[src/rtl/core/qsu_pkg.sv]
package qsu_pkg;

  // Result status codes
  localparam logic [1:0] STAT_RUN   = 2'd0;
  localparam logic [1:0] STAT_DONE  = 2'd1;
  localparam logic [1:0] STAT_NOQ   = 2'd2;
  localparam logic [1:0] STAT_UNTRM = 2'd3;

  // Characters the decoder looks at
  localparam logic [7:0] CH_DQUOTE = 8'h22;
  localparam logic [7:0] CH_SQUOTE = 8'h27;
  localparam logic [7:0] CH_BSLASH = 8'h5C;
  localparam logic [7:0] CH_SPACE  = 8'h20;
  localparam logic [7:0] CH_TAB    = 8'h09;
  localparam logic [7:0] CH_LF     = 8'h0A;
  localparam logic [7:0] CH_CR     = 8'h0D;
  localparam logic [7:0] CH_N      = 8'h6E;
  localparam logic [7:0] CH_R      = 8'h72;
  localparam logic [7:0] CH_T      = 8'h74;
  localparam logic [7:0] CH_B      = 8'h62;
  localparam logic [7:0] CH_F      = 8'h66;
  localparam logic [7:0] CH_BS     = 8'h08;
  localparam logic [7:0] CH_FF     = 8'h0C;

  // Register map
  localparam logic REG_QUOTE_STYLE = 1'b0;

  typedef struct packed {
    logic       byte_valid;
    logic [7:0] decoded_byte;
    logic [1:0] status;
    logic       last;
  } res_t;

  // Full escape table of double-quote style
  function automatic logic [7:0] full_escape(input logic [7:0] c);
    logic [7:0] r;
    case (c)
      CH_N:    r = CH_LF;
      CH_R:    r = CH_CR;
      CH_T:    r = CH_TAB;
      CH_B:    r = CH_BS;
      CH_F:    r = CH_FF;
      default: r = c;
    endcase
    return r;
  endfunction

endpackage

[src/rtl/core/qsu_decode.sv]
module qsu_decode (
  input  logic          clk,
  input  logic          rst,
  input  logic          advance,
  input  logic [7:0]    text_byte,
  input  logic          end_of_text,
  input  logic          quote_style,
  output qsu_pkg::res_t res0,
  output qsu_pkg::res_t res1,
  output logic [1:0]    res_count
);
  import qsu_pkg::*;

  typedef enum logic [1:0] {
    PH_SKIP = 2'd0,
    PH_BODY = 2'd1,
    PH_ESC  = 2'd2,
    PH_RSVD = 2'd3
  } phase_t;

  phase_t     phase;
  phase_t     phase_next;
  logic [7:0] quote_ch;
  logic       is_space;

  function automatic res_t mk(input logic v, input logic [7:0] b, input logic [1:0] s,
                              input logic l);
    res_t r;
    r.byte_valid   = v;
    r.decoded_byte = b;
    r.status       = s;
    r.last         = l;
    return r;
  endfunction

  assign quote_ch = quote_style ? CH_SQUOTE : CH_DQUOTE;
  assign is_space = (text_byte == CH_SPACE) || (text_byte == CH_TAB) ||
                    (text_byte == CH_LF) || (text_byte == CH_CR);

  always_comb begin
    res0       = mk(1'b0, 8'h00, STAT_RUN, 1'b1);
    res1       = mk(1'b0, 8'h00, STAT_RUN, 1'b1);
    res_count  = 2'd0;
    phase_next = phase;
    unique case (phase)
      PH_BODY: begin
        if (end_of_text) begin
          res0       = mk(1'b0, 8'h00, STAT_UNTRM, 1'b1);
          res_count  = 2'd1;
          phase_next = PH_SKIP;
        end else if (text_byte == quote_ch) begin
          res0       = mk(1'b0, 8'h00, STAT_DONE, 1'b1);
          res_count  = 2'd1;
          phase_next = PH_SKIP;
        end else if (text_byte == CH_BSLASH) begin
          phase_next = PH_ESC;
        end else begin
          res0      = mk(1'b1, text_byte, STAT_RUN, 1'b1);
          res_count = 2'd1;
        end
      end
      PH_ESC: begin
        if (end_of_text) begin
          res0       = mk(1'b1, CH_BSLASH, STAT_RUN, 1'b0);
          res1       = mk(1'b0, 8'h00, STAT_UNTRM, 1'b1);
          res_count  = 2'd2;
          phase_next = PH_SKIP;
        end else begin
          phase_next = PH_BODY;
          if (!quote_style) begin
            res0      = mk(1'b1, full_escape(text_byte), STAT_RUN, 1'b1);
            res_count = 2'd1;
          end else if (text_byte == CH_SQUOTE || text_byte == CH_BSLASH) begin
            res0      = mk(1'b1, text_byte, STAT_RUN, 1'b1);
            res_count = 2'd1;
          end else begin
            res0      = mk(1'b1, CH_BSLASH, STAT_RUN, 1'b0);
            res1      = mk(1'b1, text_byte, STAT_RUN, 1'b1);
            res_count = 2'd2;
          end
        end
      end
      default: begin
        // skip whitespace; the unused code behaves the same
        phase_next = PH_SKIP;
        if (end_of_text) begin
          res0      = mk(1'b0, 8'h00, STAT_NOQ, 1'b1);
          res_count = 2'd1;
        end else if (is_space) begin
          res_count = 2'd0;
        end else if (text_byte == quote_ch) begin
          phase_next = PH_BODY;
        end else begin
          res0      = mk(1'b0, 8'h00, STAT_NOQ, 1'b1);
          res_count = 2'd1;
        end
      end
    endcase
  end

  always_ff @(posedge clk) begin
    if (rst) begin
      phase <= PH_SKIP;
    end else if (advance) begin
      phase <= phase_next;
    end
  end

endmodule

[src/rtl/core/qsu_out_buf.sv]
module qsu_out_buf (
  input  logic          clk,
  input  logic          rst,
  input  qsu_pkg::res_t push0,
  input  qsu_pkg::res_t push1,
  input  logic [1:0]    push_count,
  input  logic          push_req,
  output logic          push_room,
  output logic          out_valid,
  input  logic          out_ready,
  output qsu_pkg::res_t head
);
  import qsu_pkg::*;

  res_t       slot0;
  res_t       slot1;
  res_t       slot0_next;
  res_t       slot1_next;
  logic [1:0] cnt;
  logic [1:0] cnt_next;
  logic [1:0] cnt_kept;
  logic       pop;
  logic       push;

  assign pop       = out_valid && out_ready;
  assign out_valid = (cnt != 2'd0);
  assign head      = slot0;
  assign cnt_kept  = cnt - {1'b0, pop};

  always_comb begin
    case (cnt_kept)
      2'd0:    push_room = 1'b1;
      2'd1:    push_room = (push_count != 2'd2);
      default: push_room = (push_count == 2'd0);
    endcase
  end

  assign push = push_req && push_room;

  always_comb begin
    // drop the head on a pop, then append what the decoder hands over
    slot0_next = pop ? slot1 : slot0;
    slot1_next = slot1;
    case (cnt_kept)
      2'd0: begin
        slot0_next = push0;
        slot1_next = push1;
      end
      2'd1: begin
        slot1_next = push0;
      end
      default: begin
        slot1_next = slot1;
      end
    endcase
    cnt_next = push ? (cnt_kept + push_count) : cnt_kept;
  end

  always_ff @(posedge clk) begin
    if (rst) begin
      cnt <= 2'd0;
    end else begin
      cnt <= cnt_next;
    end
    if (push || pop) begin
      slot0 <= slot0_next;
      slot1 <= slot1_next;
    end
  end

endmodule

[src/rtl/core/quoted_string_unescaper.sv]
// Quoted string unescaper. Takes text one byte per request (or an end-of-text
// mark with end_of_text high), skips leading space, tab, LF and CR, expects the
// opening quote that quote_style selects (register 0 at byte address 0: 0 for
// double quotes with escapes \n \r \t \b \f \" \\ \/, 1 for single quotes where
// only \' and \\ are escapes), and returns the decoded content one byte per
// result. A result carries byte_valid, decoded_byte, status (0 running,
// 1 string complete, 2 no opening quote, 3 unterminated) and last, which marks
// the final result of one input. Each input gives zero, one or two results;
// after a non-running status the block goes back to skipping whitespace.
// Rate: one input per clock when its results fit the queue. The decoder works
// on an input held in the input register; its results then enter the queue
// behind out_valid. The result side sets the pace: results leave one per clock
// through a two-entry queue while out_ready is high, and the input register
// holds its request whenever the queue cannot take all its results (two results
// meeting an undrained one, or a full queue and a stalled receiver). Freed
// space counts in that cycle; in_ready follows out_ready combinationally. The
// user must change configuration only while idle; it is not enforced.
module quoted_string_unescaper (
  input  logic        clk,
  input  logic        rst,
  // APB configuration port
  input  logic        psel,
  input  logic        penable,
  input  logic        pwrite,
  input  logic [2:0]  paddr,
  input  logic [31:0] pwdata,
  output logic [31:0] prdata,
  output logic        pready,
  // input channel
  input  logic        in_valid,
  output logic        in_ready,
  input  logic [7:0]  text_byte,
  input  logic        end_of_text,
  // result channel
  output logic        out_valid,
  input  logic        out_ready,
  output logic        byte_valid,
  output logic [7:0]  decoded_byte,
  output logic [1:0]  status,
  output logic        last
);
  import qsu_pkg::*;

  logic       quote_style;
  logic       item_valid;
  logic [7:0] item_byte;
  logic       item_end;
  logic       advance;
  logic       push_room;
  logic [1:0] res_count;
  res_t       res0;
  res_t       res1;
  res_t       head;

  // Configuration: a single one-bit register, always ready
  assign pready = 1'b1;
  assign prdata = (paddr[2] == REG_QUOTE_STYLE) ? {31'd0, quote_style} : 32'd0;

  always_ff @(posedge clk) begin
    if (rst) begin
      quote_style <= 1'b0;
    end else if (psel && penable && pwrite && (paddr[2] == REG_QUOTE_STYLE)) begin
      quote_style <= pwdata[0];
    end
  end

  // Input register: the held request advances once its results fit the queue
  assign advance  = item_valid && push_room;
  assign in_ready = !item_valid || push_room;

  always_ff @(posedge clk) begin
    if (rst) begin
      item_valid <= 1'b0;
    end else if (in_ready) begin
      item_valid <= in_valid;
    end
    if (in_valid && in_ready) begin
      item_byte <= text_byte;
      item_end  <= end_of_text;
    end
  end

  qsu_decode u_decode (
    .clk         (clk),
    .rst         (rst),
    .advance     (advance),
    .text_byte   (item_byte),
    .end_of_text (item_end),
    .quote_style (quote_style),
    .res0        (res0),
    .res1        (res1),
    .res_count   (res_count)
  );

  qsu_out_buf u_out_buf (
    .clk        (clk),
    .rst        (rst),
    .push0      (res0),
    .push1      (res1),
    .push_count (res_count),
    .push_req   (item_valid),
    .push_room  (push_room),
    .out_valid  (out_valid),
    .out_ready  (out_ready),
    .head       (head)
  );

  assign byte_valid   = head.byte_valid;
  assign decoded_byte = head.decoded_byte;
  assign status       = head.status;
  assign last         = head.last;

endmodule
[config.mk]
export PLATFORM = sky130hd
export DESIGN_NAME = quoted_string_unescaper
export DESIGN_NICKNAME = d
export VERILOG_FILES = /design/src/rtl/core/qsu_pkg.sv /design/src/rtl/core/qsu_decode.sv /design/src/rtl/core/qsu_out_buf.sv /design/src/rtl/core/quoted_string_unescaper.sv
export SDC_FILE = /design/constraint.sdc
export NUM_CORES = 1
export LEC_CHECK = 0
export BUFFER_PORTS_ARGS = -buffer_cell sky130_fd_sc_hd__buf_2
export CAP_MARGIN = 15
export CORE_MARGIN = 2
export CORE_UTILIZATION = 53
export DETAILED_ROUTE_END_ITERATION = 6
export MAX_ROUTING_LAYER = met4
export PLACE_DENSITY = 0.86
export SLEW_MARGIN = 20
export SYNTH_ARGS = -nofsm -noshare
export SYNTH_HDL_FRONTEND = slang
export SYNTH_SLANG_ARGS = --single-unit
export TNS_END_PERCENT = 20
[constraint.sdc]
create_clock -name clk -period 6.9 [get_ports clk]
set_input_delay 1.035 -clock clk [delete_from_list [all_inputs] [get_ports clk]]
set_output_delay 1.035 -clock clk [all_outputs]
set_load 0.01 [all_outputs]
==> impl_metrics.csv, run 1 <==
group,metric,value,unit
timing,slew_headroom,38.3,%
clocking,post_cts.repair.setup_buffers,0,
critical_path,cp-end-kind,"output port",
critical_path,critical_path_class,"in2out",
clocking,worstSkewPairLatency,0.30,ns
routing,via_per_inst,5.49,
routing,dr_total_vias,1882,
cells_and_area,finish.net_count,343,
outcome,status,"completed",
global_route,track_usage,19.1,%
critical_path,crit_end,"in_ready",
critical_path,reg2regPathDepth,9,
clocking,clk_path_buf_depth,2,
timing,slew_violations,0,
yosys,async_reset_ff_share,0,%
place,dp.cells,335,
power_and_ir_drop,p_leak,1.07,nW
routing,first_pass_iters,4,
global_route,grt_pass1_vias,1645,
floorplan,fp.coreArea,4660,um^2
global_route,grt-ovfl-total,0,
yosys,synth_area_leaders,"edfxtp_1 (39%), buf_4 (9.5%), dfxtp_1 (4.8%)",
clocking,cts_tree,"done",
clocking,postCtsHoldBufs,0,
yosys,yosys_most_used_dff,"edfxtp_1",
critical_path,startpoint,"out_ready",
floorplan,die_x,73.0,um
clocking,cts_resized,0,
yosys,yosysSeqAreaShare,44.0,%
critical_path,critPathMaxFanout,5,
critical_path,r2r_slack,3.85,ns
yosys,yosys_warnings,0,
timing,rsz0062_at_grt,"no",
floorplan,initial_utilization,54.1,%
timing,setup_violations,0,
routing,routed_wl,4650,um
critical_path,arrival,2.39,ns
yosys,synth_edf_count,33,
power_and_ir_drop,power.density,362,nW/um^2
critical_path,cp.required,5.86,ns
critical_path,regToRegStartpoint,"item_byte[2]",
cells_and_area,drive_gt1_share,19.0,%
yosys,yosysTopAreaCell,"edfxtp_1",
power_and_ir_drop,peakVddDrop,0.176,mV
critical_path,reg2reg_to,"u_out_buf.cnt[1]",
clocking,cts_sinks,39,
timing,finalHoldViolations,0,
timing,fin_skew,0.00643,ns
clocking,cts_max_level,2,
floorplan,die-area,5330,um^2
floorplan,rows,25,
routing,drt_iter0_drc,123,
cells_and_area,final_cells,343,
cells_and_area,n_fill_cell,397,
timing,fin_crit,3.42,ns
place,place.gp.congestion,0.920,
cells_and_area,seqCellArea,1110,um^2
yosys,postSynthCellCount,261,
yosys,synth_top_area_share,39.3,%
yosys,yosysUniqueCellTypes,58,
cells_and_area,area_growth,6.60,%
timing,period_share,49.6,%
routing,ant_nets,0,
power_and_ir_drop,p_total,0.973,mW
yosys,ys_seq_elements,39,
timing,final.setup.tns,0,ns
routing,wl_per_cell,13.6,um
global_route,grt_max_degree,24,
clocking,cts.clk_slew.worst_paths,0.08,ns
clocking,numCtsBuffers,5,
timing,worst_pin_slew,0.921,ns
global_route,grt_pass1_wl,7530,um
flow_run,cap_violations,0,
cells_and_area,multi_input_comb_area,1170,um^2
timing,fmax,0.292,GHz
routing,drc,0,
global_route,antenna_found_initial,0,
yosys,syn-cell-area,2520,um^2
yosys,avgSynthCellArea,9.66,um^2
clocking,cts_root_buf,"clkbuf_8",
place,io_buffer_count,32,
cells_and_area,diodes,0,
critical_path,cp-start-kind,"input port",
floorplan,num_io_pins,98,
worst_hold_path,min_path_type,"reg2reg",
place,hpwl,3520,um
floorplan,die_h,73.0,um
-- cell type report --
| class | instances | area share [%] |
|---|---|---|
| Clock inverter | 3 | 1.63 |
| Sequential cell | 39 | 41.3 |
| Multi-Input combinational cell | 192 | 43.4 |
| Tap cell | 54 | 2.51 |
| Clock buffer | 5 | 2.56 |
| Inverter | 17 | 2.37 |
| Timing Repair Buffer | 33 | 6.24 |
-- worst max-delay path, cell delays in order --
cell and delay [ns]:
buf_2 0.09, nand2_1 0.06, inv_1 0.05, ha_1 0.23, xnor2_1 0.43, o31ai_4 0.20, nand3_1 0.14, buf_2 0.14
-- where the power goes --
group	switching [mW]	internal (mW)
sequential	0.0309	0.374
combinational	0.247	0.129
clock	0.0839	0.108
total	0.362	0.610
-- flip-flops by register name (all words and copies together), names as in the netlist --
signal / count
u_decode.phase: 2
item_end: 1
u_out_buf.head: 12
u_out_buf.slot1: 12
quote_style: 1
item_valid: 1
item_byte: 8
u_out_buf.cnt: 2
-- cell families (layout without fill, tap and decap cells) --
| kind of cell | after synthesis | in the layout | share of synthesized area [%] |
|---|---|---|---|
| other | 2 | 32 | 0.298 |
| muxes | 5 | 5 | 2.13 |
| AOI/OAI and AO/OA | 73 | 73 | 20.8 |
| buffers and inverters | 60 | 58 | 14.2 |
| adders and majority gates | 4 | 4 | 1.98 |
| and+or+nand+nor | 73 | 73 | 14.8 |
| DFF | 39 | 39 | 44.0 |
| xor gates and xnor gates | 5 | 5 | 1.74 |
-- synth_stat cells, types with 5 or more instances --
master    instances
a21oi_1          16
buf_4            32
clkbuf_1          5
dfxtp_1           6
edfxtp_1         33
inv_1            17
nand2_1          25
nand3_1           6
nor2_1           15
o21ai_0          23
o31ai_1           7
-- routing by layer --
| metal | track usage [%] | wire length (um) | share of wire [%] | vias up |
|---|---|---|---|---|
| met5 | - | 0 | 0 | - |
| met4 | 7.61 | 78 | 1.7 | 0 |
| met3 | 4.14 | 274 | 5.9 | 11 |
| met2 | 29.6 | 2170 | 47 | 80 |
| met1 | 24.4 | 2120 | 46 | 861 |
| li1 | - | - | - | 930 |
-- placed cells by master, fill, tap and decap left out, drive strengths merged, types with 2 or more instances in the layout --
cell	n
a211o	2
o2111ai	3
buf	33
mux2	3
and2	3
conb	32
nand3	6
inv	17
nand2	25
a21o	2
and3	4
dfxtp	6
edfxtp	33
nor2	15
clkinv	2
nand2b	3
mux2i	2
nor2b	2
a211oi	4
o31ai	8
a21oi	16
ha	4
a22o	4
clkbuf	5
nor3	5
xor2	3
and4bb	2
xnor2	2
o21ai	23
-- worst min path at each step --
stage                              from                  to  slack, ns  depth (start not counted)
finish                u_decode.phase[0]   u_decode.phase[0]       0.51                          2
global placement      u_decode.phase[0]   u_decode.phase[0]       0.48                          2
floorplan             u_decode.phase[0]   u_decode.phase[0]       0.47                          2
global route        u_out_buf.slot1[11]  u_out_buf.head[11]       0.54                          2
CTS                   u_decode.phase[0]   u_decode.phase[0]       0.51                          2
detailed placement    u_decode.phase[0]   u_decode.phase[0]       0.49                          2
-- per-stage QoR --
step	area (um^2)	setup WS (ns)	hold slack, ns	util (%)
finish	2690	3.48	0.511	57.7
global route	2690	3.34	0.537	57.7
CTS	2690	3.46	0.505	57.7
detailed placement	2580	3.47	0.492	55.3
global placement	2580	3.47	0.479	55.3
floorplan	2640	3.43	0.466	-
No activity file was read; power rests on OpenSTA's default activity.
==> inputs of run 2 (changes only) <==
CORE_UTILIZATION = 49   (was 53)
PLACE_DENSITY = 0.8   (was 0.86)
clock period = 3.4 ns   (was 6.9 ns; I/O delays follow)
==> impl_metrics.csv, run 2 (synthesized netlist as in run 1, its figures left out) <==
group,metric,value,unit
clocking,numCtsBuffers,5,
cells_and_area,area_growth,8.09,%
routing,wl_per_cell,12.6,um
routing,drc,0,
cells_and_area,final_cells,362,
clocking,cts_tree,"done",
timing,worst_pin_slew,0.588,ns
power_and_ir_drop,peakVddDrop,0.442,mV
routing,via_per_inst,5.22,
timing,fin_skew,0.00944,ns
power_and_ir_drop,p_leak,1.08,nW
clocking,cts.clk_slew.worst_paths,0.08,ns
floorplan,die_h,75.8,um
worst_hold_path,holdPathEnd,"item_byte[3]",
worst_hold_path,min_path_type,"in2reg",
cells_and_area,final_common_cell,"edfxtp_1",
routing,routed_wl,4550,um
cells_and_area,seqCellArea,1110,um^2
global_route,grt-ovfl-total,0,
global_route,grt_pass1_wl,7810,um
place,dp.cells,354,
critical_path,reg2reg_to,"u_out_buf.cnt[1]",
cells_and_area,mostFrequentLayoutCells,"edfxtp_1 (33), conb_1 (32), buf_2 (32)",
cells_and_area,diodes,0,
routing,wl_met1,2010,um
routing,dr_wl_met3,321,um
cells_and_area,multi_input_comb_area,1170,um^2
timing,fmax,0.329,GHz
critical_path,critical_path_class,"reg2reg",
clocking,cts_sinks,39,
outcome,status,"completed",
power_and_ir_drop,power.density,724,nW/um^2
floorplan,die_x,75.8,um
place,hpwl,3470,um
global_route,track_usage,18.6,%
timing,layout_setup_ws,0.360,ns
routing,first_pass_iters,4,
clocking,worstSkewPairLatency,0.30,ns
place,io_buffer_count,32,
cells_and_area,n_fill_cell,455,
clocking,cts_max_level,2,
floorplan,die-area,5740,um^2
power_and_ir_drop,p_total,1.97,mW
critical_path,critPathMaxFanout,13,
timing,rsz0062_at_grt,"no",
routing,dr_total_vias,1891,
cells_and_area,drive_gt1_share,19.5,%
global_route,grt_pass1_vias,1698,
timing,slew_violations,0,
place,dp_slack,0.363,ns
timing,setup_violations,0,
worst_hold_path,min_from,"text_byte[3]",
critical_path,path_cells,"and3_1 > o2111ai_1 > a21oi_1 > o21ai_0 > inv_1 > ha_1 > or3_1 > a221oi_2 > mux2_1",
routing,top_layer,"met4",
critical_path,reg2regPathDepth,9,
floorplan,num_io_pins,98,
timing,fin_crit,3.04,ns
timing,period_share,89.4,%
timing,slew_headroom,60.5,%
timing,final.setup.tns,0,ns
timing,finalHoldViolations,0,
routing,ant_nets,0,
critical_path,arrival,3.23,ns
floorplan,fp.coreArea,5040,um^2
flow_run,cap_violations,0,
critical_path,r2r_slack,0.36,ns
worst_hold_path,min_path_cells,1,
critical_path,critPathSlowestCell,"edfxtp_1",
clocking,post_cts.repair.setup_buffers,0,
critical_path,slowest_delay,0.57,ns
clocking,clk_path_buf_depth,2,
cells_and_area,finish.net_count,346,
routing,dr_wl_met2,2100,um
critical_path,cp.required,3.59,ns
clocking,postCtsHoldBufs,0,
global_route,antenna_found_initial,0,
critical_path,cp-start-kind,"flip-flop",
clocking,cts_root_buf,"clkbuf_8",
critical_path,cp-end-kind,"flip-flop",
clocking,cts_resized,0,
critical_path,regToRegStartpoint,"item_byte[2]",
floorplan,initial_utilization,50.0,%
routing,drt_iter0_drc,76,
global_route,grt_max_degree,24,
floorplan,rows,26,
place,place.gp.congestion,0.891,
[run 2: cell count changes in the layout (fill, tap and decap cells not counted)]
cell	delta
clkinv_4	-1
buf_4	+3
clkinv_1	+1
[run 2: layout make-up]
class                      count  area share, %
timing repair buffer          36           6.98
sequential                    39           40.8
clock inverter                 3           1.42
clock buffer                   5           2.52
inverter                      17           2.34
multi-input combinational    192           42.8
tap                           70           3.21
[run 2: layer usage]
| metal | GRT usage, % | vias up |
|---|---|---|
| met5 | - | - |
| met3 | 4.63 | 11 |
| met1 | 24.4 | 867 |
| li1 | - | 936 |
| met4 | 6.43 | 0 |
| met2 | 28.3 | 77 |
[run 2: how the worst max path moves through the flow]
stage                startpoint                 to  slack, ns  cells after the start
4_1_cts            item_byte[2]   u_out_buf.cnt[1]       0.35                      9
6_report           item_byte[2]   u_out_buf.cnt[1]       0.36                      9
3_3_place_gp       item_byte[2]   u_out_buf.cnt[1]       0.43                      9
3_5_place_dp       item_byte[2]   u_out_buf.cnt[1]       0.36                      9
5_1_grt            item_byte[2]   u_out_buf.cnt[1]       0.10                      9
2_1_floorplan  u_out_buf.cnt[1]  u_out_buf.head[0]       0.29                      8
[run 2: metrics by stage]
stage / hold WS (ns) / instance area [um^2] / util [%]
2_1_floorplan: 0.466 / 2640 / -
3_3_place_gp: 0.482 / 2620 / 51.9
3_5_place_dp: 0.496 / 2620 / 51.9
4_1_cts: 0.376 / 2730 / 54.1
5_1_grt: 0.376 / 2730 / 54.1
6_report: 0.385 / 2730 / 54.1
[run 2: worst max-delay path: cells and delay by family, from the launching register on]
kind | cells | cell delay [ns]
flip-flops | 1 | 0.57
adder cells (fa/ha/maj) | 1 | 0.19
multiplexers | 1 | 0.34
AND/OR/NAND/NOR | 2 | 0.64
AO/OA/AOI/OAI | 4 | 1.12
buffers and inverters | 1 | 0.07
[run 2: report_power, final]
group | switching (mW) | internal, mW
combinational | 0.495 | 0.284
sequential | 0.0589 | 0.758
clock | 0.163 | 0.215
